`src/hdl/qpt_pkg.sv`:
```
// Shared types and constants of the quadrature position tracker.
// Holds the beat structs, command and register codes, and the transition table.
// No dependencies.
package qpt_pkg;

  localparam int unsigned CountW = 8;
  localparam int unsigned CmdW   = 3;
  localparam int unsigned CfgIdxW = 2;
  localparam int unsigned DivCntW = 3;

  localparam logic [CmdW-1:0] CMD_SAMPLE = 3'd0;
  localparam logic [CmdW-1:0] CMD_SET    = 3'd1;
  localparam logic [CmdW-1:0] CMD_SAVE   = 3'd2;
  localparam logic [CmdW-1:0] CMD_RESTORE = 3'd3;
  localparam logic [CmdW-1:0] CMD_SYNC   = 3'd4;

  localparam logic [CfgIdxW-1:0] REG_TICKS_PER_STEP = 2'd0;
  localparam logic [CfgIdxW-1:0] REG_RANGE_FROM     = 2'd1;
  localparam logic [CfgIdxW-1:0] REG_RANGE_TO       = 2'd2;

  localparam logic [CountW-1:0] WrapMark        = 8'hFF;
  localparam logic [CountW-1:0] TicksReset      = 8'd4;
  localparam logic [CountW-1:0] RangeFromReset  = 8'd0;
  localparam logic [CountW-1:0] RangeToReset    = 8'd63;
  localparam logic [CountW-1:0] LowerReset      = 8'd0;
  localparam logic [CountW-1:0] UpperReset      = 8'd255;

  typedef struct packed {
    logic [CmdW-1:0]   command;
    logic              phase_a;
    logic              phase_b;
    logic [CountW-1:0] new_position;
  } in_item_t;

  typedef struct packed {
    logic [CountW-1:0] position;
    logic [CountW-1:0] raw_count;
    logic              moved;
  } out_item_t;

  // Commands from the controller to the datapath
  typedef struct packed {
    logic take;      // apply the accepted beat and seed the divider
    logic div_step;  // one restoring division step
    logic out_load;  // capture the result into the output register
  } dp_cmd_t;

  // Count increment per transition index {new B, new A, old B, old A}, mod 256
  function automatic logic [CountW-1:0] step_inc(input logic [3:0] idx);
    logic [CountW-1:0] inc;
    case (idx)
      4'd0:  inc = 8'd0;
      4'd1:  inc = 8'd1;
      4'd2:  inc = 8'd255;
      4'd3:  inc = 8'd2;
      4'd4:  inc = 8'd255;
      4'd5:  inc = 8'd0;
      4'd6:  inc = 8'd254;
      4'd7:  inc = 8'd1;
      4'd8:  inc = 8'd1;
      4'd9:  inc = 8'd254;
      4'd10: inc = 8'd0;
      4'd11: inc = 8'd255;
      4'd12: inc = 8'd2;
      4'd13: inc = 8'd255;
      4'd14: inc = 8'd1;
      4'd15: inc = 8'd0;
      default: inc = 8'd0;
    endcase
    return inc;
  endfunction

endpackage

```
`src/hdl/quadrature_position_tracker.sv`:
```
// Quadrature position tracker top level: controller and datapath.
// Uses qpt_pkg, qpt_ctrl and qpt_dp.
//
// Each input beat is taken, which updates the raw count, then passes eight
// steps of the bit-serial divider that forms the reported position, and is
// loaded into the output register once that register is free or being
// drained. A finished result waits in the output register while the next
// beat is taken. Configuration writes are taken every cycle and recompute
// the window bounds at once; write them only while no beat is in flight.
module quadrature_position_tracker
  import qpt_pkg::*;
(
  input  logic               clk_i,
  input  logic               rst_ni,
  input  logic               in_valid_i,
  output logic               in_ready_o,
  input  in_item_t           in_data_i,
  output logic               out_valid_o,
  input  logic               out_ready_i,
  output out_item_t          out_data_o,
  input  logic               cfg_valid_i,
  output logic               cfg_ready_o,
  input  logic [CfgIdxW-1:0] cfg_index_i,
  input  logic [CountW-1:0]  cfg_data_i
);

  dp_cmd_t dp_cmd;

  assign cfg_ready_o = 1'b1;

  qpt_ctrl u_ctrl (
    .clk_i       (clk_i),
    .rst_ni      (rst_ni),
    .in_valid_i  (in_valid_i),
    .in_ready_o  (in_ready_o),
    .out_valid_o (out_valid_o),
    .out_ready_i (out_ready_i),
    .cmd_o       (dp_cmd)
  );

  qpt_dp u_dp (
    .clk_i       (clk_i),
    .rst_ni      (rst_ni),
    .cmd_i       (dp_cmd),
    .in_data_i   (in_data_i),
    .cfg_we_i    (cfg_valid_i && cfg_ready_o),
    .cfg_index_i (cfg_index_i),
    .cfg_data_i  (cfg_data_i),
    .out_data_o  (out_data_o)
  );

  // a taken beat blocks the input until its result is loaded
  a_busy_after_take : assert property (@(posedge clk_i) disable iff (!rst_ni)
    in_valid_i && in_ready_o |=> !in_ready_o)
    else $error("input ready while a beat is in flight");

  // the result is loaded on the same edge that frees the input
  a_load_frees_input : assert property (@(posedge clk_i) disable iff (!rst_ni)
    $rose(out_valid_o) |-> in_ready_o)
    else $error("result loaded without returning to idle");

  // no command strobes overlap
  a_cmd_exclusive : assert property (@(posedge clk_i) disable iff (!rst_ni)
    $countones({dp_cmd.take, dp_cmd.div_step, dp_cmd.out_load}) <= 1)
    else $error("overlapping datapath commands");

endmodule

```
`src/hdl/qpt_ctrl.sv`:
```
// Controller of the quadrature position tracker: sequences take, divide and
// output load, and owns the input ready and output valid. Uses qpt_pkg.
module qpt_ctrl
  import qpt_pkg::*;
(
  input  logic    clk_i,
  input  logic    rst_ni,
  input  logic    in_valid_i,
  output logic    in_ready_o,
  output logic    out_valid_o,
  input  logic    out_ready_i,
  output dp_cmd_t cmd_o
);

  localparam logic [1:0] S_IDLE = 2'd0;
  localparam logic [1:0] S_DIV  = 2'd1;
  localparam logic [1:0] S_HOLD = 2'd2;

  logic [1:0]         state_q, state_d;
  logic [DivCntW-1:0] cnt_q, cnt_d;
  logic               out_valid_q, out_valid_d;
  logic               take, load;

  assign in_ready_o  = (state_q == S_IDLE);
  assign out_valid_o = out_valid_q;
  assign take = in_valid_i && in_ready_o;
  // load once the output register is free or being drained this cycle
  assign load = (state_q == S_HOLD) && (!out_valid_q || out_ready_i);

  assign cmd_o.take     = take;
  assign cmd_o.div_step = (state_q == S_DIV);
  assign cmd_o.out_load = load;

  always_comb begin
    state_d = state_q;
    cnt_d   = cnt_q;
    case (state_q)
      S_IDLE: begin
        if (take) begin
          state_d = S_DIV;
          cnt_d   = '0;
        end
      end
      S_DIV: begin
        cnt_d = cnt_q + DivCntW'(1);
        if (cnt_q == {DivCntW{1'b1}}) begin
          state_d = S_HOLD;
        end
      end
      S_HOLD: begin
        if (load) begin
          state_d = S_IDLE;
        end
      end
      default: state_d = S_IDLE;
    endcase
  end

  always_comb begin
    out_valid_d = out_valid_q;
    if (load) begin
      out_valid_d = 1'b1;
    end else if (out_ready_i) begin
      out_valid_d = 1'b0;
    end
  end

  always_ff @(posedge clk_i or negedge rst_ni) begin
    if (!rst_ni) begin
      state_q     <= S_IDLE;
      cnt_q       <= '0;
      out_valid_q <= 1'b0;
    end else begin
      state_q     <= state_d;
      cnt_q       <= cnt_d;
      out_valid_q <= out_valid_d;
    end
  end

endmodule

```
`src/hdl/qpt_dp.sv`:
```
// Datapath of the quadrature position tracker: configuration and bounds,
// count update, save/restore, bit-serial divider and output register.
// Uses qpt_pkg.
module qpt_dp
  import qpt_pkg::*;
(
  input  logic               clk_i,
  input  logic               rst_ni,
  input  dp_cmd_t            cmd_i,
  input  in_item_t           in_data_i,
  input  logic               cfg_we_i,
  input  logic [CfgIdxW-1:0] cfg_index_i,
  input  logic [CountW-1:0]  cfg_data_i,
  output out_item_t          out_data_o
);

  logic [CountW-1:0] ticks_q, from_q, to_q;
  logic [CountW-1:0] lower_q, upper_q, count_q, count_d;
  logic [CountW-1:0] saved_count_q, saved_lower_q, saved_upper_q;
  logic [1:0]        last_q;
  logic [CountW-1:0] rem_q, quo_q;
  logic              moved_q;
  out_item_t         out_q;

  // Bounds from the registers as they stand after this write
  logic [CountW-1:0]   ticks_n, from_n, to_n;
  logic [2*CountW-1:0] lower_prod, upper_prod;
  logic [CountW-1:0]   lower_n, upper_n;

  always_comb begin
    ticks_n = (cfg_index_i == REG_TICKS_PER_STEP) ? cfg_data_i : ticks_q;
    from_n  = (cfg_index_i == REG_RANGE_FROM)     ? cfg_data_i : from_q;
    to_n    = (cfg_index_i == REG_RANGE_TO)       ? cfg_data_i : to_q;
    lower_prod = (2*CountW)'(from_n) * (2*CountW)'(ticks_n);
    upper_prod = (2*CountW)'(to_n) * (2*CountW)'(ticks_n);
    lower_n = lower_prod[CountW-1:0];
    upper_n = upper_prod[CountW-1:0] + ticks_n - CountW'(1);
  end

  // Sample step: table increment, then window wrap
  logic [3:0]          trans_idx;
  logic [CountW-1:0]   stepped, wrapped;
  logic [2*CountW-1:0] set_prod;

  always_comb begin
    trans_idx = {in_data_i.phase_b, in_data_i.phase_a, last_q};
    stepped   = count_q + step_inc(trans_idx);
    if (stepped == WrapMark) begin
      wrapped = upper_q;
    end else if (stepped > upper_q) begin
      wrapped = lower_q;
    end else begin
      wrapped = stepped;
    end
    set_prod = (2*CountW)'(in_data_i.new_position) * (2*CountW)'(ticks_q);
  end

  always_comb begin
    count_d = count_q;
    case (in_data_i.command)
      CMD_SAMPLE:  count_d = wrapped;
      CMD_SET:     count_d = set_prod[CountW-1:0];
      CMD_RESTORE: count_d = saved_count_q;
      default:     count_d = count_q;
    endcase
  end

  // Restoring divide step; a zero divisor yields all ones
  logic [CountW:0]   shifted;
  logic              fits;

  always_comb begin
    shifted = {rem_q, quo_q[CountW-1]};
    fits    = (shifted >= {1'b0, ticks_q});
  end

  always_ff @(posedge clk_i or negedge rst_ni) begin
    if (!rst_ni) begin
      ticks_q       <= TicksReset;
      from_q        <= RangeFromReset;
      to_q          <= RangeToReset;
      lower_q       <= LowerReset;
      upper_q       <= UpperReset;
      count_q       <= '0;
      last_q        <= '0;
      saved_count_q <= '0;
      saved_lower_q <= '0;
      saved_upper_q <= '0;
    end else begin
      if (cfg_we_i) begin
        case (cfg_index_i)
          REG_TICKS_PER_STEP, REG_RANGE_FROM, REG_RANGE_TO: begin
            ticks_q <= ticks_n;
            from_q  <= from_n;
            to_q    <= to_n;
            lower_q <= lower_n;
            upper_q <= upper_n;
          end
          default: ;
        endcase
      end
      if (cmd_i.take) begin
        count_q <= count_d;
        case (in_data_i.command)
          CMD_SAMPLE, CMD_SYNC: last_q <= {in_data_i.phase_b, in_data_i.phase_a};
          CMD_SAVE: begin
            saved_count_q <= count_q;
            saved_lower_q <= lower_q;
            saved_upper_q <= upper_q;
          end
          CMD_RESTORE: begin
            lower_q <= saved_lower_q;
            upper_q <= saved_upper_q;
          end
          default: ;
        endcase
      end
    end
  end

  always_ff @(posedge clk_i) begin
    if (cmd_i.take) begin
      quo_q   <= count_d;
      rem_q   <= '0;
      moved_q <= (in_data_i.command == CMD_SAMPLE);
    end else if (cmd_i.div_step) begin
      quo_q <= {quo_q[CountW-2:0], fits};
      rem_q <= fits ? CountW'(shifted - {1'b0, ticks_q}) : shifted[CountW-1:0];
    end
    if (cmd_i.out_load) begin
      out_q.position  <= quo_q;
      out_q.raw_count <= count_q;
      out_q.moved     <= moved_q;
    end
  end

  assign out_data_o = out_q;

endmodule

```
`config.mk`:
```
export PLATFORM = sky130hd
export DESIGN_NAME = quadrature_position_tracker
export DESIGN_NICKNAME = d
export VERILOG_FILES = /design/src/hdl/qpt_pkg.sv /design/src/hdl/quadrature_position_tracker.sv /design/src/hdl/qpt_ctrl.sv /design/src/hdl/qpt_dp.sv
export SDC_FILE = /design/constraint.sdc
export NUM_CORES = 1
export LEC_CHECK = 0
export BUFFER_PORTS_ARGS = -buffer_cell sky130_fd_sc_hd__buf_2
export CAP_MARGIN = 20
export CORE_MARGIN = 5
export CORE_UTILIZATION = 60
export CTS_CLUSTER_SIZE = 28
export DETAILED_ROUTE_END_ITERATION = 7
export PLACE_DENSITY_LB_ADDON = 0.3
export SYNTH_ARGS = -nofsm -noshare
export SYNTH_HDL_FRONTEND = slang
export SYNTH_SLANG_ARGS = --single-unit
```
`constraint.sdc`:
```
create_clock -name clk_i -period 5.56 [get_ports clk_i]
set_input_delay 0 -clock clk_i [delete_from_list [all_inputs] [get_ports clk_i]]
set_output_delay 0 -clock clk_i [all_outputs]
set_load 0.02 [all_outputs]
```
==> impl_metrics.yaml <==
floorplan:
  initial_utilization_pct: 60.80
  fp.dieW_um: 133.7
  coreArea_sq_mm: 0.01509
  dieArea_sq_mm: 0.01787
  rows: 45
  fp.dieH_um: 133.7
  io_pins: 48
setup_path:
  path_max_fanout: 10
  cp.required_ns: 5.71
  path_buf_inv: 1
  critical_path.endpoint_type: "flop"
  reg2reg_depth: 18
  worst_path_dominant_cell_family: "compound AO/OA/AOI/OAI gates"
  cp_cell_sequence: "inv_1 > ha_1 > mux2_2 > a221o_1 > ha_1 > a21oi_1 > o311ai_4 > a31o_2 > xor3_1 > ha_1 > nand2_1 > o21ai_0 > mux2_2 > o31a_1 > mux2i_1 > nand2_1 > o211ai_1 > nand3_1"
  r2r-start: "u_dp.last_q[0]$_DFFE_PN0P_"
  crit_type: "reg -> reg"
  critical_path.slowest_cell: "o31a_1"
  crit_path_max_incr_delay_ns: 0.46
  start_kind: "flop"
  r2r_end: "u_dp.quo_q[6]$_DFFE_PP_"
  cp.arrival_ns: 5.18
  reg2reg_slack_ns: 0.53
  path_common_cell: "ha_1"
timing:
  fmax_mhz: 198.8
  setup_tns_ns: 0
  skew_ns: 0.01037
  worst_slew_pin_slew_ns: 0.9655
  hold_violations: 0
  setup_violations: 0
  fin_crit_sh_pct: 90.46
  relSlewSlack_pct: 35.63
  hold-worst-slack_ns: 0.01249
  fin_crit_ns: 5.030
  drv_slew: 0
  rsz0062_at_grt: "false"
final_layout:
  area_delta_synth_final_pct: 12.38
  final_cell_mix: "123 x nand2_1, 102 x inv_1, 77 x ha_1, 71 x o21ai_0, 65 x dfrtp_1"
  antennaDiodeCount: 0
  utilization_pct: 68.33
  final_common_cell: "nand2_1"
  final_nets: 1176
  drive_gt1_share_pct: 16.80
clocking:
  htree_num_levels: 4
  cts_inserted_buffers: 17
  cts_tree: "yes"
  clk_path_buf_depth: 2
  ctsResizeCount: 0
  clk_pin_slew_ns: 0.06
  clk_latency_ns: 0.42
  ctsRootBufferMaster: "clkbuf_16"
  cts_sinks: 114
synth:
  yosysUniqueCellTypes: 66
  async_flop_share_pct: 70.18
  ys_seq_area_share_pct: 32.28
  yosysWarnings: 0
  synth_nets: 1123
  synth_top_flop_cell: "dfrtp_1"
  syn_area_sq_mm: 0.009175
  synth-edff-count: 26
  avgSynthCellArea_sq_um: 9.459
  syn_inst: 970
  ys_ff_latch: 114
global_routing:
  antenna_found_initial: 0
  grt_overflow_total: 0
  grt_pass1_vias: 7015
  track_usage_pct: 23.73
  grt_first_pass_wirelength_mm: 34.15
  grt_max_degree: 73
detailed_routing:
  drc: 0
  initialDrtViolationCount: 564
  ant_nets: 0
  wire_per_inst_um: 16.72
  wirelength_mm: 20.47
  drt-pass1-iter-count: 5
  routed-via-count: 7068
  post_drt_via_cell_ratio: 5.775
worst_hold_path:
  hold_path_end: "u_dp.moved_q$_DFFE_PP_"
  min_from: "in_data_i[10]"
  hold_path_class: "in -> reg"
  hold_depth: 2
placed_design:
  io_buffers: 46
  dp_hpwl_mm: 14.83
  place.gp.congestion: 0.8845
pwr:
  leakagePower_nw: 4.813
  peakVddDrop_mv: 0.6448
  powerDensity_mw_per_mm2: 619.0
run:
  cap_violations: 0
outcome:
  outcome: "complete, no violations"
-- report_power, final --
part,switching [W],internal [W],total (W)
Sequential,0.000248,0.00122,0.00146
Combinational,0.00210,0.00169,0.00379
Clock,0.000421,0.000710,0.00113
-- registers in the layout, summed over array words and instances, names as in the netlist --
| signal | flops |
|---|---|
| u_ctrl.cnt_q | 3 |
| u_ctrl.out_valid_o | 1 |
| u_ctrl.state_q | 2 |
| u_dp.count_q | 8 |
| u_dp.from_q | 8 |
| u_dp.last_q | 2 |
| u_dp.lower_q | 8 |
| u_dp.moved_q | 1 |
| u_dp.out_data_o | 17 |
| u_dp.quo_q | 8 |
| u_dp.rem_q | 8 |
| u_dp.saved_count_q | 8 |
| u_dp.saved_lower_q | 8 |
| u_dp.saved_upper_q | 8 |
| u_dp.ticks_q | 8 |
| u_dp.to_q | 8 |
| u_dp.upper_q | 8 |
-- cells in the mapped netlist (7+ instances only) --
| library cell | n | share of area [%] |
|---|---|---|
| o21ai_0 | 71 | 3.9 |
| fa_1 | 48 | 10 |
| nand2b_1 | 8 | 0.55 |
| a21oi_1 | 39 | 2.1 |
| nor2_1 | 63 | 2.6 |
| nor2b_1 | 7 | 0.48 |
| or2_2 | 19 | 1.3 |
| ha_1 | 77 | 11 |
| mux2i_1 | 28 | 3.1 |
| o22ai_1 | 8 | 0.55 |
| nand2_1 | 123 | 5.0 |
| clkbuf_1 | 29 | 1.2 |
| a21o_1 | 10 | 0.82 |
| dfstp_2 | 15 | 4.3 |
| nand3_1 | 21 | 1.1 |
| xnor2_1 | 44 | 4.2 |
| inv_1 | 102 | 4.2 |
| mux2_2 | 26 | 3.2 |
| a32oi_1 | 8 | 0.76 |
| o211ai_1 | 10 | 0.82 |
| xor2_1 | 11 | 1.1 |
| edfxtp_1 | 26 | 8.5 |
| and2_1 | 25 | 1.7 |
| dfxtp_1 | 8 | 1.7 |
| dfrtp_1 | 65 | 18 |
-- how the worst max path moves through the flow --
stage / startpoint / endpoint / slack, ns / cells after the start
2_1_floorplan: u_dp.ticks_q[0]$_DFFE_PN0P_ / u_dp.upper_q[7]$_DFF_PN1_ / 0.51 / 21
3_3_place_gp: cfg_index_i[0] / u_dp.upper_q[7]$_DFF_PN1_ / 0.64 / 22
3_5_place_dp: cfg_index_i[0] / u_dp.upper_q[7]$_DFF_PN1_ / 0.51 / 21
4_1_cts: u_dp.ticks_q[4]$_DFFE_PN0P_ / u_dp.upper_q[7]$_DFF_PN1_ / 0.54 / 16
5_1_grt: u_dp.last_q[0]$_DFFE_PN0P_ / u_dp.quo_q[6]$_DFFE_PP_ / 0.30 / 18
6_report: u_dp.last_q[0]$_DFFE_PN0P_ / u_dp.quo_q[6]$_DFFE_PP_ / 0.53 / 18
-- final cells by class --
| cell class | count | area (sq um) |
|---|---|---|
| clock inverters | 14 | 180.2 |
| multi-input cells | 712 | 5637 |
| flip-flops and latches | 114 | 2962 |
| well taps | 188 | 235.2 |
| fillers | 1164 | 4778 |
| repair buffers | 76 | 485.5 |
| inverters | 102 | 382.9 |
| clock buffers | 18 | 429.2 |
-- kinds of logic after synthesis --
| kind of cell | synth area share [%] |
|---|---|
| compound gates | 12.16 |
| xor+xnor | 6.178 |
| fa+ha+maj | 20.97 |
| buf+inv | 6.287 |
| flops | 32.28 |
| mux | 7.582 |
| other cells | 0.04087 |
| simple gates | 14.50 |
-- repair_timing --
item | CTS | global route
buffers inserted | 0 | 0
hold buffers | 11 | 0
hold endpoints to repair | 79 | 0
-- per-stage QoR --
step	std cells	power [W]	setup WS [ns]	cell area (sq um)
after global routing	1224	0.006914	0.2980	10310
final	1224	0.006383	0.5303	10310
after detailed placement	1181	0.005217	0.5134	9592
after CTS	1224	0.006396	0.5429	10310
after global placement	1181	0.005081	0.6356	9592
after floorplan	970	0.004390	0.5145	9175
-- per-layer routing --
metal  up-vias  track usage (%)  wire [um]
met2       219            40.10       9998
met3        31            4.267        972
li1       3375                -          -
met4         0            8.686        487
met1      3443            30.68       9011
met5         -                0          0
Note: power is estimated with default switching activity, not from simulation.
